==> config.mk <==
export PLATFORM = sky130hd
export DESIGN_NAME = wlfo_csr
export DESIGN_NICKNAME = d
export VERILOG_FILES = /design/src/hw/rtl/wlfo_pkg.sv /design/src/hw/rtl/wlfo_csr.sv
export SDC_FILE = /design/constraint.sdc
export NUM_CORES = 1
export LEC_CHECK = 0
export ABC_CLOCK_PERIOD_IN_PS = 1400
export BUFFER_PORTS_ARGS = -buffer_cell sky130_fd_sc_hd__buf_2
export CAP_MARGIN = 10
export CORE_ASPECT_RATIO = 1.1
export CORE_MARGIN = 8
export CORE_UTILIZATION = 45
export CTS_BUF_LIST = sky130_fd_sc_hd__clkbuf_2
export DETAILED_ROUTE_END_ITERATION = 12
export GPL_TIMING_DRIVEN = 0
export PLACE_DENSITY = 0.87
export SLEW_MARGIN = 15
export SYNTH_ARGS = -nofsm -noshare
export SYNTH_HDL_FRONTEND = slang
export SYNTH_SLANG_ARGS = --single-unit
==> constraint.sdc <==
create_clock -name clock -period 1.4 [get_ports clock]
set_clock_uncertainty 0.1 [all_clocks]
set_input_delay 0.07 -clock clock [delete_from_list [all_inputs] [get_ports clock]]
set_output_delay 0.07 -clock clock [all_outputs]
set_load 0.005 [all_outputs]
==> src/hw/rtl/wlfo_pkg.sv <==
// Shared types and constants of the wavetable oscillator.
`timescale 1ns / 1ps
`default_nettype none

package wlfo_pkg;

   // Table geometry: the length must be a power of two.
   localparam int TABLE_LEN   = 1024;
   localparam int IDX_W       = $clog2(TABLE_LEN);
   localparam int FRAC_W      = 16;
   localparam int PHASE_W     = IDX_W + FRAC_W;
   localparam int RAMP_SHIFT  = FRAC_W - IDX_W;

   // Field widths of the channels.
   localparam int KIND_W      = 2;
   localparam int ENTRY_IDX_W = 10;
   localparam int SAMPLE_W    = 17;
   localparam int STEP_W      = 26;
   localparam int PROD_W      = 2 * SAMPLE_W;

   localparam logic [STEP_W-1:0]   STEP_RESET = STEP_W'(1521);
   localparam logic [SAMPLE_W-1:0] ONE_Q16    = SAMPLE_W'(65536);

   // Result queue and the credit count that keeps it from overflowing.
   localparam int OUTQ_DEPTH = 4;
   localparam int OUTQ_PTR_W = $clog2(OUTQ_DEPTH);
   localparam int CREDIT_W   = $clog2(OUTQ_DEPTH + 1);

   // Register port.
   localparam int CSR_ADDR_W = 3;
   localparam int CSR_DATA_W = 32;
   localparam logic REG_PHASE_STEP = 1'b0;

   typedef enum logic [KIND_W-1:0] {
      KIND_TICK  = 2'd0,
      KIND_LOAD  = 2'd1,
      KIND_RESET = 2'd2
   } kind_type;

   typedef struct packed {
      logic                en;
      logic [IDX_W-1:0]    addr;
      logic [SAMPLE_W-1:0] data;
   } tbl_wr_type;

   typedef struct packed {
      logic             en;
      logic [IDX_W-1:0] addr_a;
      logic [IDX_W-1:0] addr_b;
   } tbl_rd_type;

endpackage

`default_nettype wire

==> src/hw/rtl/wlfo_csr.sv <==
// Register port holding the phase increment.
`timescale 1ns / 1ps
`default_nettype none

module wlfo_csr (
   input  logic                             clock,
   input  logic                             reset,
   input  logic                             psel,
   input  logic                             penable,
   input  logic                             pwrite,
   input  logic [wlfo_pkg::CSR_ADDR_W-1:0]  paddr,
   input  logic [wlfo_pkg::CSR_DATA_W-1:0]  pwdata,
   output logic [wlfo_pkg::CSR_DATA_W-1:0]  prdata,
   output logic                             pready,
   output logic [wlfo_pkg::STEP_W-1:0]      phase_step
);
   import wlfo_pkg::*;

   logic [STEP_W-1:0]   step_ff;
   logic                wr_en;
   logic                sel_step;

   // Registers sit on 4-byte boundaries; bit 2 picks the register.
   assign sel_step = (paddr[2] == REG_PHASE_STEP);
   assign wr_en    = psel && penable && pwrite && pready;
   assign pready   = 1'b1;

   // Write of the step register.
   always_ff @(posedge clock) begin
      if (reset) begin
         step_ff <= STEP_RESET;
      end else if (wr_en && sel_step) begin
         step_ff <= pwdata[STEP_W-1:0];
      end
   end

   // Read-back mux; unknown addresses read as zero.
   always_comb begin
      prdata = '0;
      if (sel_step) begin
         prdata = CSR_DATA_W'(step_ff);
      end
   end

   assign phase_step = step_ff;

endmodule

`default_nettype wire

# After elaboration in Yosys (flattened, before gate mapping)
# Index checks and enable logic that the tools add are counted.
# Widths: inputs -> output; s select.
dict set report op_classes {
  n_mux 1
  bitwise 1
  reduce_logical 3
}
# cell n
set ops {}
lappend ops {{$mux 26} 1}
lappend ops {{$logic_and 1x1->1} 3}
lappend ops {{$not 1->1} 1}
dict set report totals {
  regBits 26
}

# Longest topological paths before layout
dict set report depth {
  word_depth 3
  mapped_depth 4
  depth_no_buf 2
}

# Least setup slack after synthesis
# Ideal clock, no wire load.
dict set report synth_path {
  kind {input to register}
  start {input port paddr[2] (netlist bit)}
  end {register step_ff[10] (netlist: phase_step[10])}
  setup_ns 0.072
  t_arrival_ns 0.756
  path_slack_ns 0.472
  stages 4
  path_cell_list {and4b_1 > buf_6 > buf_12 > mux2i_1}
}
dict set report synth_between {
  elab_chain_cells 2
}
# element line_no
set synth_lines {}
lappend synth_lines {{from (decl)} wlfo_csr.sv:11} ;# input logic [wlfo_pkg::CSR_ADDR_W-1:0] paddr,
lappend synth_lines {{$not 1->1} wlfo_csr.sv:24} ;# assign sel_step = (paddr[2] == REG_PHASE_STEP);
lappend synth_lines {{$logic_and 1x1->1} wlfo_csr.sv:32} ;# end else if (wr_en && sel_step) begin
lappend synth_lines {{to (signal assigned)} wlfo_csr.sv:33} ;# step_ff <= pwdata[STEP_W-1:0];
lappend synth_lines {{to (decl)} wlfo_csr.sv:19} ;# logic [STEP_W-1:0] step_ff;
# No other way between the ends.
# A chain may end at the register's enable or synchronous reset.

# Worst setup path after layout
dict set report layout_path {
  start {register step_ff[20] (netlist: phase_step[20])}
  end {output port prdata[20] (netlist bit)}
}
dict set report layout_between {
  elab_chain_cells 1
}
# element line_no
set layout_lines {}
lappend layout_lines {{$mux 26} wlfo_csr.sv:40} ;# if (sel_step) begin
lappend layout_lines {{to (decl)} wlfo_csr.sv:13} ;# output logic [wlfo_pkg::CSR_DATA_W-1:0] prdata,
# No other way between the ends.

==> metrics.txt <==
status finished clean; Syn Area/Cell 9.31 µm²; fillers 230; root buffer cell clkbuf_2; Starting Density 0.466; clock latency at the later pin of the worst-skew pair 340 ps; hold wc startpoint penable; Yosys cell types 12; CP Capture Type output pin; Required @ worst endpoint 1230 ps; worst-path fanout max 3; family with the most delay on the worst path flip-flops; Hold Path Class in -> reg; Peak supply drop 0.558 mV; Ys Warns 0; vias in the first global route 1458; # rows 21; fin crit period 1260 ps; kind of launch point of the worst setup path flop; Seq cells post-synth 26; htree depth 1; Area contributors post-synth dfxtp_1, mux2i_1, nand2b_1; Die Width 69.1 µm; Largest register FFs 26; Vias/cell 4.79; DIE AREA 5140 µm²; die height 74.4 µm; M1 WL 1720 µm; Post-Syn Instances 150; Setup crit start phase_step[20]$_SDFFE_PP0P_; fmax 792 MHz; Antenna Violating Nets Remaining 0; Hold Fails Final Rpt 0; cell area after placement 1870 µm²; total gr overflow 0; initial antenna violation count 0; Worst path slowest cell dfxtp_1; CTS clk-pin slew, worst paths 250 ps; share of the synthesized area in the top cell type 0.373; P per Cell Area 621 nW/µm²; Nets 311; CORE AREA 3000 µm²; area grow syn2layout 55.6%; largest net degree at the start of global routing 15; Starting DRT DRC Count 48; max-cap violations 0; origin of the critical flop-to-flop path phase_step[13]$_SDFFE_PP0P_; drt pass-1 iters 4; Crit Path Class reg -> out; Inserted Clock Buffers 3; WP buf/inv 1; sequential-to-total area share from yosys stat 0.373; Finished Cell Area 2170 µm²; leakage 1.04 nW; Routed WL 4440 µm; Syn Std Cell Area 1400 µm²; cell taking the most area after synthesis dfxtp_1; antenna diode instance count 0; Max stage delay on crit path 400 ps; crit-path cells nor2b_1 -> buf_2; top layer in use met4; Worst EP arrival 1090 ps; DRC viols 0; setup TNS 0 ps; Final period util 0.902; PortBufs 83; Post-CTS Repair Setup Buffers 0; met3 WL 337 µm; cts repair resizes 0; Final setup viols 0; io pins 99; clock sink count 26; met2 wire length 2190 µm; first-pass GRT wire length 7180 µm; CTS tree yes; routability cong. 0.744; DR WL/cell 14.6 µm; Total GRT Usage 0.169; ratio of cells with drive above 1 in the final layout 0.378; CTS Buffer Depth 2; max-slew violations 0; RSZ-0062 raised after global routing no; via count 1455; DP Wirelength 2900 µm
==> report_power, final <==
part	internal (mW)	switching, mW	total [mW]
clock	0.0620	0.225	0.287
sequential	0.759	0.0117	0.771
combinational	0.176	0.115	0.292
==> cells in the mapped netlist <==
| library cell | number |
|---|---|
| buf_4 | 7 |
| nand2b_1 | 38 |
| and2b_2 | 6 |
| nor2b_1 | 20 |
| clkbuf_1 | 7 |
| buf_6 | 1 |
| and4b_1 | 1 |
| mux2i_1 | 26 |
| buf_12 | 2 |
| nor2_1 | 14 |
| conb_1 | 2 |
| dfxtp_1 | 26 |
==> kinds of logic after synthesis <==
family                 after synthesis  share of synthesized area
other                                2                    0.00538
AND/OR/NAND/NOR                     79                      0.342
multiplexers                        26                      0.186
flip-flops                          26                      0.373
buffers and inverters               17                     0.0932
==> tightest hold or removal path, stage by stage <==
cell	delay (ps)
buf_2	80
and4b_1	200
buf_6	170
mux2i_1	80
==> worst paths after layout <==
check	to	cells after the start	slack (ps)
setup / recovery	prdata[20]	2	140
hold / removal	phase_step[23]$_SDFFE_PP0P_	4	160
setup reg to reg	phase_step[13]$_SDFFE_PP0P_	2	630
hold reg to reg	phase_step[21]$_SDFFE_PP0P_	2	400
==> area by class of cell <==
cell class | count | area [µm²] | area share
Sequential cell | 26 | 520 | 0.240
Multi-Input combinational cell | 112 | 764 | 0.352
Tap cell | 34 | 42.5 | 0.0196
Buffer | 17 | 130 | 0.0599
Clock buffer | 3 | 15.0 | 0.00691
Clock inverter | 1 | 3.75 | 0.00173
Timing Repair Buffer | 111 | 696 | 0.320
==> timing repair <==
item	CTS	global route
hold buffers	28	0
hold endpoints to repair	26	0
endpoints found under the setup margin	0	0
==> per-layer routing <==
layer	global-route usage	vias to the layer above
met3	0.0507	16
li1	-	695
met1	0.171	674
met4	0.103	0
met5	0	-
met2	0.304	70
==> through the flow <==
| stage | total power, mW | setup WS, ps | util | instances | hold WS (ps) |
|---|---|---|---|---|---|
| floorplan | 0.907 | 472 | - | 155 | 125 |
| global placement | 1.00 | 225 | 0.625 | 272 | 225 |
| detailed placement | 1.01 | 195 | 0.625 | 272 | 235 |
| CTS | 1.34 | 166 | 0.725 | 304 | 132 |
| global route | 1.42 | 47.7 | 0.725 | 304 | 152 |
| finish | 1.35 | 138 | 0.725 | 304 | 155 |
==> placed cells by master (no fill, tap or decap) <==
| cell | instances |
|---|---|
| mux2i_1 | 26 |
| conb_1 | 7 |
| nand2b_1 | 38 |
| buf_12 | 2 |
| buf_6 | 1 |
| and4b_1 | 1 |
| nor2b_1 | 20 |
| dlygate4sd3_1 | 28 |
| buf_4 | 7 |
| clkinv_1 | 1 |
| and2b_2 | 6 |
| clkbuf_1 | 7 |
| clkbuf_2 | 3 |
| dfxtp_1 | 26 |
| nor2_1 | 14 |
| buf_2 | 83 |
Power figures use the tool's default switching activity.
