[src/hw/rtl/wlfo_pkg.sv]
// Shared types and constants of the wavetable oscillator.
`timescale 1ns / 1ps
`default_nettype none

package wlfo_pkg;

   // Table geometry: the length must be a power of two.
   localparam int TABLE_LEN   = 1024;
   localparam int IDX_W       = $clog2(TABLE_LEN);
   localparam int FRAC_W      = 16;
   localparam int PHASE_W     = IDX_W + FRAC_W;
   localparam int RAMP_SHIFT  = FRAC_W - IDX_W;

   // Field widths of the channels.
   localparam int KIND_W      = 2;
   localparam int ENTRY_IDX_W = 10;
   localparam int SAMPLE_W    = 17;
   localparam int STEP_W      = 26;
   localparam int PROD_W      = 2 * SAMPLE_W;

   localparam logic [STEP_W-1:0]   STEP_RESET = STEP_W'(1521);
   localparam logic [SAMPLE_W-1:0] ONE_Q16    = SAMPLE_W'(65536);

   // Result queue and the credit count that keeps it from overflowing.
   localparam int OUTQ_DEPTH = 4;
   localparam int OUTQ_PTR_W = $clog2(OUTQ_DEPTH);
   localparam int CREDIT_W   = $clog2(OUTQ_DEPTH + 1);

   // Register port.
   localparam int CSR_ADDR_W = 3;
   localparam int CSR_DATA_W = 32;
   localparam logic REG_PHASE_STEP = 1'b0;

   typedef enum logic [KIND_W-1:0] {
      KIND_TICK  = 2'd0,
      KIND_LOAD  = 2'd1,
      KIND_RESET = 2'd2
   } kind_type;

   typedef struct packed {
      logic                en;
      logic [IDX_W-1:0]    addr;
      logic [SAMPLE_W-1:0] data;
   } tbl_wr_type;

   typedef struct packed {
      logic             en;
      logic [IDX_W-1:0] addr_a;
      logic [IDX_W-1:0] addr_b;
   } tbl_rd_type;

endpackage

`default_nettype wire

[src/hw/rtl/wlfo_blend.sv]
// Two-weight linear interpolation between neighboring table samples.
`timescale 1ns / 1ps
`default_nettype none

module wlfo_blend (
   input  logic                          clock,
   input  logic                          reset,
   input  logic                          in_valid,
   input  logic [wlfo_pkg::FRAC_W-1:0]   frac,
   input  logic [wlfo_pkg::SAMPLE_W-1:0] samp_a,
   input  logic [wlfo_pkg::SAMPLE_W-1:0] samp_b,
   output logic                          out_valid,
   output logic [wlfo_pkg::SAMPLE_W-1:0] out_sample
);
   import wlfo_pkg::*;

   localparam logic [PROD_W:0] ROUND_HALF = (PROD_W + 1)'(1) << (FRAC_W - 1);

   logic [SAMPLE_W-1:0] weight_a;
   logic [SAMPLE_W-1:0] weight_b;
   logic [PROD_W-1:0]   prod_a_ff;
   logic [PROD_W-1:0]   prod_b_ff;
   logic                valid_ff;
   logic [PROD_W:0]     sum;

   assign weight_b = SAMPLE_W'(frac);
   assign weight_a = ONE_Q16 - weight_b;

   // Product stage: the two weighted samples.
   always_ff @(posedge clock) begin
      if (reset) begin
         valid_ff <= 1'b0;
      end else begin
         valid_ff <= in_valid;
      end
   end

   always_ff @(posedge clock) begin
      if (in_valid) begin
         prod_a_ff <= PROD_W'(weight_a) * PROD_W'(samp_a);
         prod_b_ff <= PROD_W'(weight_b) * PROD_W'(samp_b);
      end
   end

   // Sum, round half up and drop the fraction bits.
   assign sum        = (PROD_W + 1)'(prod_a_ff) + (PROD_W + 1)'(prod_b_ff) + ROUND_HALF;
   assign out_sample = sum[FRAC_W +: SAMPLE_W];
   assign out_valid  = valid_ff;

endmodule

`default_nettype wire

[config.mk]
export PLATFORM = sky130hd
export DESIGN_NAME = wlfo_blend
export DESIGN_NICKNAME = d
export VERILOG_FILES = /design/src/hw/rtl/wlfo_pkg.sv /design/src/hw/rtl/wlfo_blend.sv
export SDC_FILE = /design/constraint.sdc
export NUM_CORES = 1
export LEC_CHECK = 0
export BUFFER_PORTS_ARGS = -buffer_cell sky130_fd_sc_hd__buf_2
export CORE_ASPECT_RATIO = 0.8
export CORE_MARGIN = 2
export CORE_UTILIZATION = 45
export DETAILED_ROUTE_END_ITERATION = 6
export PLACE_DENSITY = 0.6
export SYNTH_ARGS = -nofsm -noshare
export SYNTH_HDL_FRONTEND = slang
export SYNTH_SLANG_ARGS = --single-unit
[constraint.sdc]
create_clock -name clock -period 10.9 [get_ports clock]
set_input_delay 0.545 -clock clock [delete_from_list [all_inputs] [get_ports clock]]
set_output_delay 0.545 -clock clock [all_outputs]
set_load 0.01 [all_outputs]
== Yosys cells after proc, flatten, opt, wreduce, memory -nomap -nowiden ==
Index checks and enable logic that the tools add are counted.

* Add/subtract/negate cells: 3
* $mul: 2

{| class="wikitable"
|+ Operators by type and width
! cell !! number
|-
| $add 33x16->33 const B || 1
|-
| $add 33x33->33 || 1
|-
| $mul 16x17->33 || 1
|-
| $mul 17x17->33 || 1
|-
| $sub 17x16->17 const A || 1
|}

* Flip-flop bits (word level): 67
* Bits of input ports: 53
* Output and inout bits: 18
* Word-level logic and storage cells: 8

== Depth between registers and ports, before layout ==
Gate-level depths: netlist of the first run.

* Depth after elaboration: 2
* Depth in mapped cells: 32
* Depth with buffers taken out: 29

== Least setup slack after synthesis of the first run ==
Ideal clock, no wire load.

* Path kind: input -> register
* Start point: input frac[0] (netlist bit)
* End point: register prod_a_ff[32] (data pin)
* Arrival: 7.372 ns
* Required time: 10.640 ns
* Slack: 3.268 ns
* Cell stages on the path: 30
* Path buffers: 3
* Path through: clkbuf_1 > clkbuf_1 > inv_1 > ha_1 > nand2_1 > nor3_1 > nand2b_1 > nor4_1 > xnor2_1 > clkbuf_1 > and2_1 > fa_1 > inv_1 > fa_1 > fa_1 > inv_1 > fa_1 > fa_1 > inv_1 > fa_1 > inv_1 > ha_1 > or3_2 > o211ai_1 > nand4_2 > a221oi_4 > o211a_1 > o21bai_1 > a21oi_2 > xnor2_1

* Cells in the longest elaborated chain, start to end: 2

{| class="wikitable"
|+ Ends and longest elaborated chain
! what !! RTL line !! source
|-
| start, declared || wlfo_blend.sv:9 || <nowiki>input logic [wlfo_pkg::FRAC_W-1:0] frac,</nowiki>
|-
| $sub 17x16->17 || wlfo_blend.sv:27 || <nowiki>assign weight_a = ONE_Q16 - weight_b;</nowiki>
|-
| $mul 17x17->33 || wlfo_blend.sv:40 || <nowiki>prod_a_ff <= PROD_W'(weight_a) * PROD_W'(samp_a);</nowiki>
|-
| end signal, assigned || wlfo_blend.sv:40 ||
|-
| end, declared || wlfo_blend.sv:21 || <nowiki>logic [PROD_W-1:0] prod_a_ff;</nowiki>
|}

No other way between the ends.
A chain may end at the register's enable or synchronous reset.

== Worst setup path in the final report of the first run ==
* Start point: input frac[9] (netlist bit)
* End point: register prod_a_ff[31] (data pin)

Same word-level chain as after synthesis.

==> impl_metrics.toml, run 1 <==
[die]
ios = 71
rows = 72
die_area_mm2 = 0.0507
core-area_mm2 = 0.0483
fp.dieW_um = 251
start_util = 0.455
die_h_um = 202

[grt]
use_met2 = 0.357
grt.busiest_layer = "met2"
grt_max_degree = 68
met1_usage = 0.323
grt_pass1_wl_um = 89700
grt_use_met3 = 0.0288
grt_pass1_vias = 17400
antenna_found_initial = 0
grtUsageTotal = 0.223
overflow = 0

[critical_path]
critPathLaunchType = "input pin"
criticalPathCategory = "input pin to register"
crit_required_ns = 11.00
arrival_ns = 8.24
endpoint_kind = "register"
cp_max_fo = 20

[yosys]
synth_top_area_cell = "fa_1"
synth_common_cells = "563 x inv_1, 431 x fa_1, 348 x nand2_1, 271 x ha_1, 248 x and2_1"
seq_area_frac_synth = 0.0910
synthFlopType = "edfxtp_1"
synth.distinct_cells = 57
synthArstFlopShare = 0
synth.net_count = 3177
yosysWarnings = 0
ys_seq_elements = 67
syn_area_mm2 = 0.0220
synth_edf_count = 66
syn_area_per_cell_um2 = 9.08
synthCells = 2422
synth.area.top_cells = "fa_1 39%, ha_1 15%, inv_1 9.6%, edfxtp_1 9.0%, and2_1 7.1%"
yosys.cell_count.top_type = "inv_1"
synth_top_area_share = 0.392

[clocking]
cts-root-buf = "clkbuf_16"
htree_num_levels = 3
cts_tree = "done"
cts_buffer_depth = 2
cts_hold_buffers = 0
cts_sinks = 67
numCtsBuffers = 9
post_cts_buffers = 0
cts-resized-gates = 0
clk_pin_slew_ns = 0.06

[status]
status = "finished, final reports clean"

[detailed_routing]
drt_iter0_markers = 866
dr.pass1.iters = 4
routedWlPerCell_um = 17.1
drtAntennaViolNets = 0
drc = 0
vias_per_cell = 5.15
vias = 15800
finalWirelength_um = 52500

[place]
gp_congestion = 0.874
dp_hpwl_um = 43400
numPortBuffers = 70

[sta]
fin_crit_sh = 0.746
tightest_slew_ns = 1.14
setup_tns_ns = 0
setup_violations = 0
max_clock_freq_mhz = 123
rsz0062_at_grt = "no"
finalHoldViolations = 0
fin_crit_ns = 8.13
slew_viol_final = 0
maxSlewHeadroom = 0.234

[cells_and_area]
syn_to_final_growth_pct = 5.78
drive_gt1_frac = 0.0492
antennaDiodeCount = 0
nNetsFinal = 3188

[hold_path]
worstHoldPathType = "input pin to register"

[flow_run]
maxCapViolations = 0
[kinds of logic after synthesis]
| logic type | synth area share |
|---|---|
| and+or+nand+nor | 0.162 |
| xor gates and xnor gates | 0.0331 |
| buffers and inverters | 0.111 |
| adders and majority gates | 0.547 |
| AOI/OAI and AO/OA | 0.0563 |
| muxes | 0.000455 |
| DFF | 0.0910 |
[critical path: stages]
cell and delay (ns):
buf_2 0.26, or4_1 0.65, nor4_1 0.23, inv_1 0.14, nor3_1 0.19, xnor2_1 0.14, buf_4 0.25, nand2_1 0.11
fa_1 0.52, fa_1 0.53, fa_1 0.53, inv_1 0.06, fa_1 0.51, fa_1 0.49, inv_1 0.05, fa_1 0.47
inv_1 0.04, ha_1 0.36, nand4_1 0.19, nor3_2 0.26, inv_1 0.06, o32ai_1 0.76, o211ai_1 0.21, o211a_1 0.20
o2111ai_1 0.20, a21oi_1 0.11, xnor2_1 0.13
[path summary, 6_finish.rpt]
path / slack [ns] / to / depth (start not counted) / startpoint
max: 2.77 / prod_a_ff[31] / 27 / frac[9]
min: 0.34 / out_valid / 2 / reset
[metal layers]
metal	vias up	routed length, um
met4	0	1110
met5	-	0
met3	57	2420
li1	7335	-
met1	8071	25100
met2	346	23900
[placed cells by master, fill, tap and decap left out, types with 9 or more instances in the layout]
cell       netlist  layout
a21o_1          21      21
xnor2_1         61      60
o21a_1          13      13
xor2_1          22      22
buf_4            0      17
clkbuf_16        0       9
inv_1          563     563
nand2_1        348     348
buf_2            1      70
nor2_1          54      54
o211ai_1        13      13
ha_1           271     271
edfxtp_1        66      66
nor3_1          18      18
and2_1         248     248
a21oi_1         57      57
o21ai_0         41      41
fa_1           431     431
nor2b_1          9       9
nand3_1         13      13
[flip-flops by register name, indices dropped and copies added (netlist names)]
name       flops
prod_a_ff     33
prod_b_ff     33
out_valid      1
[area by class of cell]
cell class,count,area (um2)
clock inverter,7,101
sequential,67,2000
multi-input combinational,1705,17600
tap,629,787
timing repair buffer,87,478
inverter,563,2110
fill,4623,25000
clock buffer,9,225
[stage by stage]
stage	util	hold WS [ns]	instances	setup WS, ns	cell area (um2)
final	0.482	0.340	3067	2.77	23300
after global routing	0.482	0.351	3067	2.25	23300
after CTS	0.482	0.327	3067	2.82	23300
after detailed placement	0.475	0.707	3051	2.46	22900
after global placement	0.475	0.702	3051	2.66	22900
after floorplan	-	0.617	2422	3.27	22000
Power of run 1 is left out: the tool's default activity adds up to more than one toggle a clock period on the data nets, which glitch-free logic cannot reach.
==> inputs of run 2 (changes only) <==
--- a/config.mk
+++ b/config.mk
@@ -10,7 +10,7 @@
 export CORE_MARGIN = 2
 export CORE_UTILIZATION = 45
 export DETAILED_ROUTE_END_ITERATION = 6
-export PLACE_DENSITY = 0.6
+export PLACE_DENSITY = 0.62
 export SYNTH_ARGS = -nofsm -noshare
 export SYNTH_HDL_FRONTEND = slang
 export SYNTH_SLANG_ARGS = --single-unit
==> constraint.sdc (replaced) <==
create_clock -name clock -period 7.3 [get_ports clock]
set_input_delay 0.365 -clock clock [delete_from_list [all_inputs] [get_ports clock]]
set_output_delay 0.365 -clock clock [all_outputs]
set_load 0.01 [all_outputs]
==> impl_metrics.toml, run 2 (synthesized netlist as in run 1, its figures left out) <==
[die]
start_util = 0.455
ios = 71
fp.dieW_um = 251
die_h_um = 202
die_area_mm2 = 0.0507
rows = 72
core-area_mm2 = 0.0483

[sta]
fin_hold_ws_ns = 0.162
fin_ws_ns = 0.279
fin_crit_ns = 7.02
tightest_slew_ns = 0.933
fin_crit_sh = 0.962
setup_violations = 0
finalHoldViolations = 0
max_clock_freq_mhz = 142
maxSlewHeadroom = 0.378
slew_viol_final = 0

[critical_path]
critPathLaunchType = "input pin"
cp_slowest_cell = "or4_4"
cpPeakStageDelay_ns = 0.59
crit_required_ns = 7.40
crit_family = "adder cells"
crit_path_frequent_cell = "fa_1"
cp.depth = 28
cp_num_buf_inv = 8
arrival_ns = 7.12
cp_max_fo = 12
criticalPathCategory = "input pin to register"
endpoint_kind = "register"

[clocking]
numCtsBuffers = 9
cts_hold_buffers = 0
htree_num_levels = 3
cts_tree = "done"
cts_buffer_depth = 2
cts_sinks = 67
cts-root-buf = "clkbuf_16"
clk_pin_slew_ns = 0.06

[hold_path]
holdPathStages = 2
worstHoldPathType = "input pin to register"

[status]
status = "finished, final reports clean"

[cells_and_area]
layout.cells.most_common = "inv_1"
drive_gt1_frac = 0.0917
nNetsFinal = 3259
syn_to_final_growth_pct = 9.41
final-instance-count-excl-fill = 3138
antennaDiodeCount = 0
num-fill-cells = 4526
mostFrequentLayoutCells = "561 x inv_1, 426 x fa_1, 343 x nand2_1"

[detailed_routing]
vias = 16100
dr.pass1.iters = 5
vias_per_cell = 5.14
routedWlPerCell_um = 16.7
drt_iter0_markers = 832
drc = 0
finalWirelength_um = 52300
drtAntennaViolNets = 0

[grt]
antenna_found_initial = 1
grtUsageTotal = 0.219
grt_pass1_vias = 17500
overflow = 0
grt_max_degree = 68
grt_pass1_wl_um = 88300

[place]
dp_hpwl_um = 42800
gp_congestion = 0.863
numPortBuffers = 70
dpl.cell_count = 3112
dp_slack_ns = -0.312

[flow_run]
maxCapViolations = 0
-- run 2: layer usage --
layer	share of wire	GRT usage	vias up
met2	0.47	0.361	376
li1	-	-	7483
met4	0.011	0.0376	0
met5	0	0	-
met1	0.46	0.310	8224
met3	0.057	0.0340	43
-- run 2: area by class of cell --
| type | count | area [um2] | area share |
|---|---|---|---|
| Multi-Input combinational cell | 1705 | 17800 | 0.741 |
| Inverter | 563 | 2110 | 0.0878 |
| Sequential cell | 67 | 2000 | 0.0832 |
| Timing Repair Buffer | 158 | 1020 | 0.0425 |
| Tap cell | 629 | 787 | 0.0327 |
| Clock buffer | 9 | 225 | 0.00936 |
| Clock inverter | 7 | 92.6 | 0.00385 |
-- run 2: worst paths after layout --
path / startpoint / endpoint
min: reset / out_valid
max: frac[8] / prod_a_ff[31]
-- run 2: stage by stage --
stage                      util  TNS, ns  instance area [um2]
final                     0.498        0                24100
after global routing      0.498   -0.167                24100
after CTS                 0.491        0                23700
after detailed placement  0.484    -2.09                23400
after global placement    0.484   -0.823                23400
after floorplan               -        0                22000
-- run 2: what timing repair did --
action,in CTS,in global routing
hold endpoints to repair,0,0
setup buffers,0,9
endpoints found under the setup margin,0,12
gates resized for setup,0,53
Power of run 2 is left out for the same reason.
