**src/hw/rtl/wlfo_pkg.sv**
```systemverilog
// Shared types and constants of the wavetable oscillator.
`timescale 1ns / 1ps
`default_nettype none

package wlfo_pkg;

   // Table geometry: the length must be a power of two.
   localparam int TABLE_LEN   = 1024;
   localparam int IDX_W       = $clog2(TABLE_LEN);
   localparam int FRAC_W      = 16;
   localparam int PHASE_W     = IDX_W + FRAC_W;
   localparam int RAMP_SHIFT  = FRAC_W - IDX_W;

   // Field widths of the channels.
   localparam int KIND_W      = 2;
   localparam int ENTRY_IDX_W = 10;
   localparam int SAMPLE_W    = 17;
   localparam int STEP_W      = 26;
   localparam int PROD_W      = 2 * SAMPLE_W;

   localparam logic [STEP_W-1:0]   STEP_RESET = STEP_W'(1521);
   localparam logic [SAMPLE_W-1:0] ONE_Q16    = SAMPLE_W'(65536);

   // Result queue and the credit count that keeps it from overflowing.
   localparam int OUTQ_DEPTH = 4;
   localparam int OUTQ_PTR_W = $clog2(OUTQ_DEPTH);
   localparam int CREDIT_W   = $clog2(OUTQ_DEPTH + 1);

   // Register port.
   localparam int CSR_ADDR_W = 3;
   localparam int CSR_DATA_W = 32;
   localparam logic REG_PHASE_STEP = 1'b0;

   typedef enum logic [KIND_W-1:0] {
      KIND_TICK  = 2'd0,
      KIND_LOAD  = 2'd1,
      KIND_RESET = 2'd2
   } kind_type;

   typedef struct packed {
      logic                en;
      logic [IDX_W-1:0]    addr;
      logic [SAMPLE_W-1:0] data;
   } tbl_wr_type;

   typedef struct packed {
      logic             en;
      logic [IDX_W-1:0] addr_a;
      logic [IDX_W-1:0] addr_b;
   } tbl_rd_type;

endpackage

`default_nettype wire

```
**src/hw/rtl/wlfo_if.sv**
```systemverilog
// Valid/ready channel interfaces for request and result beats.
`timescale 1ns / 1ps
`default_nettype none


interface wlfo_rsp_if;
   import wlfo_pkg::*;

   logic                valid;
   logic                ready;
   logic [SAMPLE_W-1:0] sample;

   modport source (output valid, output sample, input ready);
   modport sink   (input valid, input sample, output ready);
endinterface

`default_nettype wire

```
**src/hw/rtl/wlfo_outq.sv**
```systemverilog
// Small result queue that decouples the pipeline from result backpressure.
`timescale 1ns / 1ps
`default_nettype none

module wlfo_outq (
   input  logic                          clock,
   input  logic                          reset,
   input  logic                          push,
   input  logic [wlfo_pkg::SAMPLE_W-1:0] push_data,
   wlfo_rsp_if.source                    rsp_chan
);
   import wlfo_pkg::*;

   logic [SAMPLE_W-1:0]   slot_ff [OUTQ_DEPTH];
   logic [OUTQ_PTR_W-1:0] wr_ptr_ff;
   logic [OUTQ_PTR_W-1:0] rd_ptr_ff;
   logic [CREDIT_W-1:0]   count_ff;
   logic                  pop;

   assign pop = rsp_chan.valid && rsp_chan.ready;

   // Pointers and fill count.
   always_ff @(posedge clock) begin
      if (reset) begin
         wr_ptr_ff <= '0;
         rd_ptr_ff <= '0;
         count_ff  <= '0;
      end else begin
         if (push) begin
            wr_ptr_ff <= wr_ptr_ff + OUTQ_PTR_W'(1);
         end
         if (pop) begin
            rd_ptr_ff <= rd_ptr_ff + OUTQ_PTR_W'(1);
         end
         case ({push, pop})
            2'b10:   count_ff <= count_ff + CREDIT_W'(1);
            2'b01:   count_ff <= count_ff - CREDIT_W'(1);
            default: count_ff <= count_ff;
         endcase
      end
   end

   // Storage slots.
   always_ff @(posedge clock) begin
      if (push) begin
         slot_ff[wr_ptr_ff] <= push_data;
      end
   end

   assign rsp_chan.valid  = (count_ff != '0);
   assign rsp_chan.sample = slot_ff[rd_ptr_ff];

endmodule

`default_nettype wire

```
**src/flat_wrapper.sv**
```systemverilog
// flat-port wrapper written by rule: the top's interface ports become plain ports
module wlfo_outq_flat import wlfo_pkg::*;
  (clock, reset, push, push_data, rsp_chan_valid, rsp_chan_sample, rsp_chan_ready);
  wlfo_rsp_if rsp_chan_i ();
  input  logic clock;
  input  logic reset;
  input  logic push;
  input  logic [wlfo_pkg::SAMPLE_W-1:0] push_data;
  output wire logic [$bits(rsp_chan_i.valid)-1:0] rsp_chan_valid;
  output wire logic [$bits(rsp_chan_i.sample)-1:0] rsp_chan_sample;
  input wire logic [$bits(rsp_chan_i.ready)-1:0] rsp_chan_ready;
  assign rsp_chan_valid = rsp_chan_i.valid;
  assign rsp_chan_sample = rsp_chan_i.sample;
  assign rsp_chan_i.ready = rsp_chan_ready;
  wlfo_outq u_core (.clock(clock), .reset(reset), .push(push), .push_data(push_data), .rsp_chan(rsp_chan_i));
endmodule
```
**config.mk**
```make
export PLATFORM = sky130hd
export DESIGN_NAME = wlfo_outq_flat
export DESIGN_NICKNAME = d
export VERILOG_FILES = /design/src/hw/rtl/wlfo_pkg.sv /design/src/hw/rtl/wlfo_if.sv /design/src/hw/rtl/wlfo_outq.sv /design/src/flat_wrapper.sv
export SDC_FILE = /design/constraint.sdc
export NUM_CORES = 1
export LEC_CHECK = 0
export BUFFER_PORTS_ARGS = -buffer_cell sky130_fd_sc_hd__buf_2
export CAP_MARGIN = 20
export CORE_ASPECT_RATIO = 0.75
export CORE_MARGIN = 2
export CORE_UTILIZATION = 25
export DETAILED_ROUTE_END_ITERATION = 10
export PLACE_DENSITY = 0.48
export SLEW_MARGIN = 15
export SYNTH_ARGS = -nofsm -noshare
export SYNTH_HDL_FRONTEND = slang
export SYNTH_SLANG_ARGS = --single-unit
```
**constraint.sdc**
```tcl
create_clock -name clock -period 2.1 [get_ports clock]
set_input_delay 0.42 -clock clock [delete_from_list [all_inputs] [get_ports clock]]
set_output_delay 0.42 -clock clock [all_outputs]
set_load 0.05 [all_outputs]
```
# [Word level (Yosys, flattened, before mapping)]
# Memory sizes are Yosys's and may differ from the RTL's. A register that Yosys moved wholly into a read port is not among the register bits.
# Index checks and enable logic that the tools add are counted.
[totals] regBits=7 mem_bits_rw=68 inputBits=21 memories=1
[memory_table] name="u_core.slot_ff" words=4 word_bits=17 read_ports=1 rd_ports_with_merged_regs=1 wr=1 line_no="wlfo_outq.sv:14" text="logic [SAMPLE_W-1:0] slot_ff [OUTQ_DEPTH];"
[op_classes] addsub=4 n_eq_ne=2 n_mux=5 n_reduce_logical=3
[op_table] op="3-bit one-hot mux with 2 select lines" n=1
[op_table] op="2-bit by 1-bit adder with 2-bit output, second input constant" n=2
[op_table] op="2-bit two-way mux" n=2
[op_table] op="3-bit by 1-bit adder with 3-bit output, second input constant" n=1
[op_table] op="3-bit nonzero test" n=1
[op_table] op="3-bit by 1-bit subtractor with 3-bit output, second input constant" n=1
[op_table] op="2-bit by 1-bit == test with 1-bit output, second input constant" n=1
[op_table] op="2-bit == test, second input constant" n=1
[op_table] op="1-bit two-way mux" n=2
[op_table] op="2-bit nonzero test" n=1
[op_table] op="1-bit logical AND" n=1

# [Longest topological paths before layout]
# Gate-level depths: netlist (run 1).
[logic_depth] word_depth=4 mapped_depth=7 depth_no_buf=7

# [Worst setup path after synthesis (run 1)]
# Ideal clock, no wire load.
[synth_timing] path_type="input to register" from="input rsp_chan_ready" to="register u_core.count_ff[2]" arrival_ns=1.720 setup_slack_ns=0.310 stages=7 path_cell_list="o31a_1 -> ha_1 -> inv_1 -> fa_1 -> xor2_1 -> or3_1 -> a21oi_1"
[synth_between] elab_chain_cells=3
[synth_rtl] item="start: declaration" line_no="flat_wrapper.sv:11" text="input wire logic [$bits(rsp_chan_i.ready)-1:0] rsp_chan_ready;"
[synth_rtl] item="1-bit logical AND *" line_no="wlfo_outq.sv:20" text="assign pop = rsp_chan.valid && rsp_chan.ready;"
[synth_rtl] item="2-bit by 1-bit == test with 1-bit output / 2-bit == test (equally long branches)" line_no="wlfo_outq.sv:35" text="case ({push, pop})"
[synth_rtl] item="3-bit one-hot mux with 2 select lines / 2-bit nonzero test (equally long branches)"
[synth_rtl] item="end signal: assignment" line_no="wlfo_outq.sv:36" text="2'b10: count_ff <= count_ff + CREDIT_W'(1);"
[synth_rtl] item="end signal: assignment" line_no="wlfo_outq.sv:37" text="2'b01: count_ff <= count_ff - CREDIT_W'(1);"
[synth_rtl] item="end signal: assignment" line_no="wlfo_outq.sv:38" text="default: count_ff <= count_ff;"
[synth_rtl] item="end: declaration" line_no="wlfo_outq.sv:17" text="logic [CREDIT_W-1:0] count_ff;"
# Mark *: on every way between the ends. The rest lies on a longest branch, timed or not.
# A chain may end at the register's enable or synchronous reset.

==> run_results.csv, run 1 <==
group,metric,value,unit
critical_path,criticalPathCategory,"flop to primary output",
critical_path,path_max_fanout,13,
clock_network,postCtsSetupBuffers,0,
clock_network,insertion_delay,0.33,ns
critical_path,critPathLaunchType,"flop",
yosys,seq_area_frac_synth,75.70,%
place,port_buffers,38,
yosys,ys_ff_latch,77,
final_layout,drive_gt1_share,35.42,%
final_layout,finalNetCount,214,
yosys,synth_top_cell_by_area,"edfxtp_1",
clock_network,clock_sinks,77,
place,place_hpwl,3.293,mm
yosys,yosysWarnings,0,
clock_network,cts.reportedPaths.clkPinSlew,0.06,ns
sta,slew_viol_final,0,
yosys,synthSimpleGateAreaFrac,2.302,%
drt,drc,0,
yosys,synth_cell_types,21,
final_layout,fillCellCount,1132,
drt,wl,5.240,mm
floorplan,core_area,11530,sq um
power_and_ir_drop,seq_power_share,42.3,%
clock_network,cts_tree,"yes",
final_layout,n_antenna_cell,0,
sta,slew-limit-headroom,67.48,%
sta,rsz0062_at_grt,"no",
floorplan,fp.dieW,129.1,microns
place,gp_congestion,0.6370,
critical_path,crit_required,1.68,ns
yosys,synthXorXnorAreaFrac,1.492,%
critical_path,worstReg2RegStart,"u_core.count_ff[0]$_SDFFE_PP0P_",
sta,period_needed,2.036,ns
clock_network,clk_path_buf_depth,2,
yosys,synth_nets,163,
drt,drt-pass1-iter-count,4,
yosys,synthAdderAreaFrac,2.813,%
floorplan,dieHeight,97.84,microns
power_and_ir_drop,peakVddDrop,0.0004418,V
drt,num_vias,1401,
clock_network,cts_buffers,9,
sta,tns,0,ns
grt,grt_overflow,0,
yosys,yosys.area.top_type_share,69.57,%
yosys,syn_area,2935,sq um
sta,fmax,491.3,MHz
critical_path,arrival,1.62,ns
drt,drtIter0Drc,79,
clock_network,htreeDepth,3,
sta,finalSetupViolations,0,
floorplan,pin_count,39,
power_and_ir_drop,power_density,1197,nW/um^2
power_and_ir_drop,power_frac_clock,30.2,%
critical_path,rr_endpoint,"u_core.count_ff[2]$_SDFFE_PP0P_",
drt,via_per_inst,3.958,
yosys,synth_compound_area_share,1.108,%
critical_path,reg2reg_slack,0.21,ns
yosys,synthTopCellsByArea,"edfxtp_1 (70%), mux4_2 (7.7%), mux4_1 (6.3%), dfxtp_1 (6.1%), ha_1 (2.1%)",
grt,grt_pass1_vias,1413,
critical_path,rr_worst_depth,7,
place,dpl_worst_slack,0.1336,ns
sta,final.setup.worst_slack,0.06449,ns
yosys,synthCells,136,
floorplan,initial_core_util,25.46,%
power_and_ir_drop,power_leakage,1.244,nW
drt,ant_nets,0,
worst_hold_path,min_from,"push_data[5]",
yosys,synth_mux_area_share,14.28,%
grt,grt_pass1_wl,8.169,mm
critical_path,critical_path.endpoint,"rsp_chan_sample[15]",
power_and_ir_drop,p_switching,0.001334,W
sta,hold_viol,0,
final_layout,syn2layout_area_growth,23.44,%
yosys,synth_top_family_by_area,"multiplexers",
sta,finClkSkew,0.007053,ns
floorplan,rows,34,
flow_run,max_cap_viol_count,0,
power_and_ir_drop,share_comb_of_total_power,27.5,%
yosys,avgSynthCellArea,21.58,sq um
outcome,status,"finished, final reports clean",
sta,min_period_over_period,96.93,%
grt,antenna_found_initial,0,
floorplan,dieArea,12630,sq um
grt,grt_max_degree,18,
critical_path,cp-end-kind,"primary output",
grt,grt_use_total,9.039,%
power_and_ir_drop,p_int,0.003002,W
drt,wl_per_cell,14.80,microns
sta,tightestPinTransition,0.4817,ns
power_and_ir_drop,sw_frac_of_total,30.77,%
worst_hold_path,hp-class,"input port to flop",
clock_network,cts_root_buffer,"clkbuf_16",
-- cells in the final DEF (no fill, tap or decap) --
cell type | netlist | final
buf_12 | 1 | 1
o21ai_0 | 1 | 1
dfxtp_1 | 9 | 8
clkinv_2 | 0 | 1
ha_1 | 5 | 5
and2_1 | 4 | 4
nor2_1 | 8 | 8
inv_1 | 6 | 6
o311ai_0 | 1 | 1
edfxtp_1 | 68 | 68
buf_2 | 2 | 31
clkbuf_16 | 0 | 9
clkbuf_1 | 1 | 4
clkinv_1 | 0 | 2
mux4_1 | 7 | 5
o31a_1 | 1 | 1
fa_1 | 1 | 1
or3_1 | 2 | 2
dfxtp_2 | 0 | 1
mux4_2 | 10 | 12
a21oi_1 | 2 | 2
xnor2_1 | 2 | 2
xor2_1 | 3 | 3
buf_6 | 1 | 3
mux2i_1 | 1 | 1
buf_4 | 0 | 10
-- power by group through the flow --
stage	Clock (W)	Sequential (W)	Combinational, W
after floorplan	0	0.00185	0.000920
after detailed placement	0	0.00186	0.00117
after global placement	0	0.00186	0.00116
after CTS	0.00135	0.00184	0.00121
after global routing	0.00142	0.00185	0.00128
final	0.00131	0.00184	0.00119
-- worst min-delay path by stage --
stage | slack, ns | cells past startpoint | end
after floorplan | 0.48 | 2 | u_core.count_ff[2]$_SDFFE_PP0P_
after global placement | 0.51 | 2 | u_core.count_ff[2]$_SDFFE_PP0P_
after detailed placement | 0.51 | 2 | flop
after CTS | 0.29 | 1 | u_core.slot_ff[2][5]$_DFFE_PP_
after global routing | 0.30 | 1 | u_core.slot_ff[2][5]$_DFFE_PP_
final | 0.31 | 1 | u_core.slot_ff[2][5]$_DFFE_PP_
-- routing by layer --
| metal | up-vias | GRT usage [%] | routed length (microns) |
|---|---|---|---|
| met2 | 39 | 12.96 | 2500 |
| met4 | 0 | 3.261 | 59 |
| met5 | - | 0 | 0 |
| met3 | 5 | 4.110 | 275 |
| li1 | 645 | - | - |
| met1 | 712 | 12.07 | 2404 |
-- timing repair --
item                       CTS  global route
resized for setup           11             2
setup endpoints to repair    7             2
hold buffers                 0             0
-- flip-flops by register name, summed over array words and instances, names as in the netlist, named ones only --
name              count
u_core.wr_ptr_ff      2
u_core.slot_ff       68
u_core.rd_ptr_ff      2
u_core.count_ff       3
-- cells by family after synthesis --
group / count (synthesis)
adders and majority gates: 6
and+or+nand+nor: 14
DFF: 77
AOI/OAI and AO/OA: 5
muxes: 18
xor gates and xnor gates: 5
buffers and inverters: 11
-- area by class of cell --
class	count	area, sq um	share of cell area, %
tap	162	202.7	5.594
clock inverter	3	12.51	0.3453
timing repair buffer	45	284.0	7.838
multi-input combinational	48	638.1	17.61
inverter	6	22.52	0.6215
clock buffer	13	240.2	6.630
sequential	77	2223	61.36
-- critical path, stage by stage (launching register included) --
cell and delay, ns:
dfxtp_2 0.35, buf_12 0.17, mux4_1 0.59, buf_6 0.18
-- through the flow --
step	instances	area (sq um)	util, %	total power [W]	hold slack (ns)
floorplan	136	2935	-	0.002768	0.4769
global placement	338	3348	29.04	0.003025	0.5056
detailed placement	338	3348	29.04	0.003032	0.5136
CTS	354	3616	31.37	0.004399	0.2933
global route	354	3623	31.43	0.004546	0.2994
finish	354	3623	31.43	0.004337	0.3072
-- cells in the mapped netlist --
cell	number
xnor2_1	2
buf_12	1
mux4_1	7
ha_1	5
nor2_1	8
clkbuf_1	1
mux4_2	10
a21oi_1	2
and2_1	4
edfxtp_1	68
mux2i_1	1
buf_6	1
xor2_1	3
fa_1	1
o311ai_0	1
or3_1	2
o21ai_0	1
buf_2	2
o31a_1	1
inv_1	6
dfxtp_1	9
No activity file was read; power rests on OpenSTA's default activity.
==> inputs of run 2 (changes only) <==
--- a/config.mk
+++ b/config.mk
@@ -5,13 +5,17 @@
 export SDC_FILE = /design/constraint.sdc
 export NUM_CORES = 1
 export LEC_CHECK = 0
+export ABC_CLOCK_PERIOD_IN_PS = 2100
 export BUFFER_PORTS_ARGS = -buffer_cell sky130_fd_sc_hd__buf_2
 export CAP_MARGIN = 20
+export CELL_PAD_IN_SITES_DETAIL_PLACEMENT = 1
+export CELL_PAD_IN_SITES_GLOBAL_PLACEMENT = 2
 export CORE_ASPECT_RATIO = 0.75
 export CORE_MARGIN = 2
 export CORE_UTILIZATION = 25
+export CTS_CLUSTER_DIAMETER = 100
 export DETAILED_ROUTE_END_ITERATION = 10
-export PLACE_DENSITY = 0.48
+export PLACE_DENSITY = 0.57
 export SLEW_MARGIN = 15
 export SYNTH_ARGS = -nofsm -noshare
 export SYNTH_HDL_FRONTEND = slang
==> run 2 against run 1 <==
Wire length up 1.4%. Register-to-register slack about the same. Flip-flop and latch count unchanged. First-iteration DRC count up 8.9%. Utilization up 0.86 points. Hold slack better by 0.0053 ns. Die area unchanged. Worst setup slack worse by 0.011 ns. Combinational power about the same. Sequential power about the same.
==> run_results.csv, run 2 (synthesized netlist as in run 1, its figures left out) <==
group,metric,value,unit
outcome,status,"finished, final reports clean",
grt,grt_pass1_vias,1595,
power_and_ir_drop,power_density,1248,nW/um^2
critical_path,arrival,1.63,ns
sta,final.setup.worst_slack,0.05315,ns
critical_path,criticalPathCategory,"flop to primary output",
drt,drtIter0Drc,86,
sta,fmax,488.6,MHz
worst_hold_path,min_from,"push_data[15]",
final_layout,drive_gt1_share,38.78,%
final_layout,instances_no_fill,358,
critical_path,rr_worst_depth,7,
final_layout,top_register,"u_core.slot_ff",
power_and_ir_drop,p_int,0.003247,W
final_layout,syn2layout_area_growth,26.81,%
floorplan,pin_count,39,
sta,slew_viol_final,0,
final_layout,n_antenna_cell,0,
critical_path,worstReg2RegStart,"u_core.count_ff[0]$_SDFFE_PP0P_",
final_layout,final_cell_mix,"edfxtp_1 (68), buf_2 (34), mux4_2 (11), buf_4 (11), clkbuf_16 (9)",
critical_path,path_max_fanout,7,
sta,rsz0062_at_grt,"no",
clock_network,cts.reportedPaths.clkPinSlew,0.06,ns
power_and_ir_drop,share_comb_of_total_power,25.3,%
power_and_ir_drop,peakVddDrop,0.0003711,V
sta,finalSetupViolations,0,
grt,grt_pass1_wl,8.687,mm
place,dp_cells,342,
clock_network,clock_sinks,77,
critical_path,reg2reg_slack,0.21,ns
power_and_ir_drop,power_leakage,1.294,nW
sta,period_needed,2.047,ns
clock_network,insertion_delay,0.32,ns
grt,grt_max_degree,18,
power_and_ir_drop,p_switching,0.001400,W
power_and_ir_drop,power_frac_clock,35.2,%
clock_network,cts_tree,"yes",
place,gp_congestion,0.6434,
place,port_buffers,38,
sta,tightestPinTransition,0.3832,ns
critical_path,cp-end-kind,"primary output",
clock_network,postCtsSetupBuffers,0,
grt,grt_use_total,9.283,%
power_and_ir_drop,sw_frac_of_total,30.12,%
place,place_hpwl,3.599,mm
critical_path,critical_path.endpoint,"rsp_chan_sample[15]",
drt,drc,0,
final_layout,largest_reg_flops,68,
grt,antenna_found_initial,0,
clock_network,cts_buffers,9,
drt,via_per_inst,4.020,
drt,drt-pass1-iter-count,4,
critical_path,crit_required,1.68,ns
final_layout,top_regs,"u_core.slot_ff (68), u_core.count_ff (3)",
final_layout,regArea,2223,sq um
floorplan,dieArea,12630,sq um
place,dpl_worst_slack,0.1117,ns
clock_network,htreeDepth,3,
final_layout,finalNetCount,218,
worst_hold_path,hp-class,"input port to flop",
critical_path,critPathLaunchType,"flop",
sta,hold_viol,0,
floorplan,core_area,11530,sq um
flow_run,max_cap_viol_count,0,
sta,min_period_over_period,97.47,%
drt,wl,5.311,mm
grt,grt_overflow,0,
clock_network,cts_root_buffer,"clkbuf_16",
critical_path,rr_endpoint,"u_core.count_ff[2]$_SDFFE_PP0P_",
drt,num_vias,1439,
floorplan,dieHeight,97.84,microns
clock_network,hold_buffers,0,
floorplan,initial_core_util,25.46,%
floorplan,fp.dieW,129.1,microns
final_layout,final_common_cell,"edfxtp_1",
floorplan,rows,34,
drt,wl_per_cell,14.84,microns
clock_network,clk_path_buf_depth,2,
power_and_ir_drop,seq_power_share,39.5,%
drt,ant_nets,0,
final_layout,multi_input_area,641.9,sq um
final_layout,fillCellCount,1180,
power_and_ir_drop,total_power,0.004647,W
sta,finClkSkew,0.007766,ns
sta,slew-limit-headroom,74.13,%
run 2: cell count changes in the layout (fill, tap and decap cells not counted), sizes merged:
| cell | previous run | this run |
|---|---|---|
| buf | 45 | 49 |
| bufinv | 0 | 2 |
| clkinvlp | 0 | 2 |
| clkinv | 3 | 1 |
| inv | 6 | 8 |
| clkbuf | 13 | 9 |
run 2: per-layer routing:
layer | vias up | share of wire [%] | wire length, microns | track usage [%]
met5 | - | 0 | 0 | 0
met4 | 0 | 1.0 | 54 | 3.261
met3 | 5 | 4.2 | 221 | 3.781
met2 | 28 | 50 | 2656 | 15.06
met1 | 748 | 45 | 2378 | 11.18
li1 | 658 | - | - | -
run 2: power by group through the flow:
stage	clock, W	sequential (W)	combinational (W)
6_report	0.00164	0.00183	0.00118
5_1_grt	0.00174	0.00185	0.00127
4_1_cts	0.00168	0.00183	0.00119
3_5_place_dp	0	0.00186	0.00117
3_3_place_gp	0	0.00186	0.00117
2_1_floorplan	0	0.00185	0.000920
run 2: timing repair:
item,CTS,global route
setup endpoints to repair,12,17
gates cloned,0,0
gates resized for setup,4,8
run 2: worst max-delay path: stages (launching register included):
cell	delay, ns
dfxtp_2	0.36
buf_6	0.16
mux4_1	0.61
buf_6	0.18
run 2: worst min path at each step:
stage	endpoint	slack (ns)	cells past startpoint
global route	u_core.slot_ff[3][3]$_DFFE_PP_	0.30	1
finish	u_core.slot_ff[3][15]$_DFFE_PP_	0.31	1
global placement	u_core.count_ff[2]$_SDFFE_PP0P_	0.51	2
CTS	u_core.slot_ff[3][15]$_DFFE_PP_	0.30	1
detailed placement	u_core.count_ff[2]$_SDFFE_PP0P_	0.53	2
floorplan	u_core.count_ff[2]$_SDFFE_PP0P_	0.48	2
run 2: cell type report:
class	instances	share of cell area, %
Inverter	6	0.6050
Clock inverter	7	2.588
Timing Repair Buffer	49	8.336
Clock buffer	9	6.050
Sequential cell	77	59.73
Tap cell	162	5.445
Multi-Input combinational cell	48	17.24
run 2: through the flow:
| step | cell area (sq um) | TNS (ns) | hold slack, ns | utilization (%) |
|---|---|---|---|---|
| final | 3722 | 0 | 0.3125 | 32.29 |
| after global placement | 3378 | 0 | 0.5121 | 29.30 |
| after global routing | 3722 | 0 | 0.3043 | 32.29 |
| after floorplan | 2935 | 0 | 0.4769 | - |
| after CTS | 3705 | -0.06172 | 0.3009 | 32.14 |
| after detailed placement | 3378 | 0 | 0.5293 | 29.30 |
==> inputs of run 3 (changes only) <==
--- a/config.mk
+++ b/config.mk
@@ -5,6 +5,7 @@
 export SDC_FILE = /design/constraint.sdc
 export NUM_CORES = 1
 export LEC_CHECK = 0
+export ABC_AREA = 1
 export ABC_CLOCK_PERIOD_IN_PS = 2100
 export BUFFER_PORTS_ARGS = -buffer_cell sky130_fd_sc_hd__buf_2
 export CAP_MARGIN = 20
@@ -15,7 +16,7 @@
 export CORE_UTILIZATION = 25
 export CTS_CLUSTER_DIAMETER = 100
 export DETAILED_ROUTE_END_ITERATION = 10
-export PLACE_DENSITY = 0.57
+export PLACE_DENSITY = 0.61
 export SLEW_MARGIN = 15
 export SYNTH_ARGS = -nofsm -noshare
 export SYNTH_HDL_FRONTEND = slang
==> run 3 against run 2 <==
Hold slack worse by 0.030 ns. Maximum frequency is 2.3% higher. Combinational power about the same. Cell area rose by 2.3%.
==> run_results.csv, run 3 <==
group,metric,value,unit
outcome,status,"finished, final reports clean",
final_layout,top_regs,"u_core.slot_ff (68), u_core.count_ff (3)",
critical_path,path_max_fanout,21,
place,place_hpwl,4.673,mm
yosys,yosys.area.top_type_share,67.02,%
floorplan,dieHeight,99.61,microns
yosys,synth_cell_types,18,
critical_path,critPathLaunchType,"flop",
grt,grt_use_total,11.19,%
clock_network,clock_sinks,77,
critical_path,crit_required,1.68,ns
final_layout,syn2layout_area_growth,24.93,%
critical_path,arrival,1.58,ns
sta,slew-limit-headroom,83.49,%
grt,antenna_found_initial,0,
final_layout,final_cell_mix,"edfxtp_1 (68), nor2_1 (40), buf_2 (32)",
final_layout,n_antenna_cell,0,
worst_hold_path,min_path_cells,2,
sta,tns,0,ns
drt,via_per_inst,4.215,
yosys,avgSynthCellArea,13.30,sq um
drt,drtIter0Drc,122,
sta,slew_viol_final,0,
yosys,synthFlopType,"edfxtp_1",
critical_path,cp-end-kind,"primary output",
clock_network,insertion_delay,0.34,ns
final_layout,finalNetCount,311,
clock_network,clk_path_buf_depth,2,
place,dp_cells,435,
sta,finClkSkew,0.01052,ns
yosys,synth_nets,256,
yosys,synth_top_cell_by_area,"edfxtp_1",
clock_network,cts_root_buffer,"clkbuf_16",
final_layout,largest_reg_flops,68,
grt,grt_pass1_vias,2003,
drt,drt-pass1-iter-count,4,
critical_path,criticalPathCategory,"flop to primary output",
yosys,async_flop_share,0,%
grt,grt_overflow,0,
sta,rsz0062_at_grt,"no",
clock_network,cts_buffers,9,
final_layout,final_cell_area,3806,sq um
place,gp_congestion,0.6596,
sta,period_needed,2.001,ns
power_and_ir_drop,power_leakage,1.435,nW
clock_network,htreeDepth,3,
sta,tightestPinTransition,0.2473,ns
final_layout,drive_gt1_share,28.03,%
drt,wl_per_cell,15.23,microns
clock_network,cts_tree,"yes",
floorplan,rows,34,
worst_hold_path,hp-class,"input port to flop",
sta,min_period_over_period,95.30,%
floorplan,dieArea,13100,sq um
drt,drc,0,
drt,wl,6.868,mm
sta,hold_viol,0,
yosys,synth_most_common_cell,"edfxtp_1",
final_layout,instances_no_fill,451,
place,dpl-instance-area,3465,sq um
yosys,seq_area_frac_synth,72.94,%
power_and_ir_drop,peakVddDrop,0.0004130,V
place,port_buffers,38,
drt,num_vias,1901,
yosys,synthCells,229,
floorplan,pin_count,39,
sta,final.setup.worst_slack,0.09866,ns
clock_network,postCtsSetupBuffers,0,
place,dpl_worst_slack,0.3336,ns
yosys,syn_area,3047,sq um
flow_run,max_cap_viol_count,0,
yosys,synth_edf_count,68,
grt,grt_pass1_wl,10.86,mm
final_layout,final_common_cell,"edfxtp_1",
yosys,yosysWarnings,0,
clock_network,cts.reportedPaths.clkPinSlew,0.05,ns
floorplan,initial_core_util,25.95,%
yosys,ys_ff_latch,77,
sta,finalSetupViolations,0,
floorplan,fp.dieW,131.5,microns
sta,fmax,499.7,MHz
final_layout,top_register,"u_core.slot_ff",
yosys,synthTopCellsByArea,"edfxtp_1 (67%), dfxtp_1 (5.9%), nor2_1 (4.9%), o22ai_1 (3.5%), o21ai_2 (2.9%)",
floorplan,core_area,11740,sq um
critical_path,rr_worst_depth,13,
yosys,yosys-top-cells-count,"edfxtp_1 (68), nor2_1 (40), inv_1 (17), o22ai_1 (17)",
power_and_ir_drop,power_density,1210,nW/um^2
drt,ant_nets,0,
grt,grt_max_degree,22,
run 3: changes by cell type after synthesis, moves of 3 or more:
cell and change:
a21oi_1 +3, and2_1 -4, buf_6 +5, inv_1 +11, mux4_1 -7, mux4_2 -10
nand2_1 +15, nand3_1 +3, nor2_1 +32, o21ai_0 +14, o21ai_1 +13, o21ai_2 +10
o22ai_1 +17, xor2_1 -3
run 3: cell families after synthesis:
| group | share of synthesized area (%) |
|---|---|
| AOI/OAI and AO/OA | 11.79 |
| adders and majority gates | 2.710 |
| buffers and inverters | 5.297 |
| DFF | 72.94 |
| and+or+nand+nor | 7.269 |
run 3: worst paths after layout:
kind	from	to	slack, ns
min	reset	flop	0.28
min reg2reg	u_core.rd_ptr_ff[1]$_SDFFE_PP0P_	flop	0.52
max reg2reg	u_core.count_ff[1]$_SDFFE_PP0P_	u_core.count_ff[2]$_SDFFE_PP0P_	0.37
max	flop	rsp_chan_sample[1]	0.1
run 3: through the flow:
stage | total power [W] | hold slack, ns | util, %
final | 0.004607 | 0.2823 | 32.42
after global routing | 0.004826 | 0.2769 | 32.42
after CTS | 0.004660 | 0.2667 | 32.28
after floorplan | 0.002716 | 0.4587 | -
after detailed placement | 0.002999 | 0.5056 | 29.51
after global placement | 0.002988 | 0.5060 | 29.51
run 3: report_power, final:
group	switching, W	internal (W)	total (W)	leakage (nW)
sequential	0.0000430	0.00176	0.00181	0.699
combinational	0.000860	0.000313	0.00117	0.583
clock	0.000595	0.00103	0.00163	0.153
run 3: metal layers:
metal / part of all wire (%) / vias to the layer above / GRT usage, % / wire, microns
li1: - / 931 / - / -
met1: 48 / 926 / 13.85 / 3293
met2: 47 / 36 / 18.04 / 3252
met3: 3.5 / 8 / 4.383 / 237
met4: 1.2 / 0 / 3.763 / 85
met5: 0 / - / 0 / 0
run 3: layout make-up:
class / instances / area [sq um]
fill: 1296 / 7935
clock inverter: 7 / 90.09
tap: 162 / 202.7
multi-input combinational: 124 / 663.1
timing repair buffer: 53 / 325.3
inverter: 19 / 76.32
sequential: 77 / 2223
clock buffer: 9 / 225.2
run 3: timing repair:
action / CTS / global route
cloned: 0 / 0
resized for setup: 4 / 7
endpoints found under the setup margin: 4 / 12
hold buffers: 0 / 0
run 3: critical path, stage by stage, from the launching register on:
cell and delay (ns):
dfxtp_2 0.35, inv_6 0.17, buf_4 0.20, nor2_1 0.05, o22ai_1 0.17, buf_2 0.29
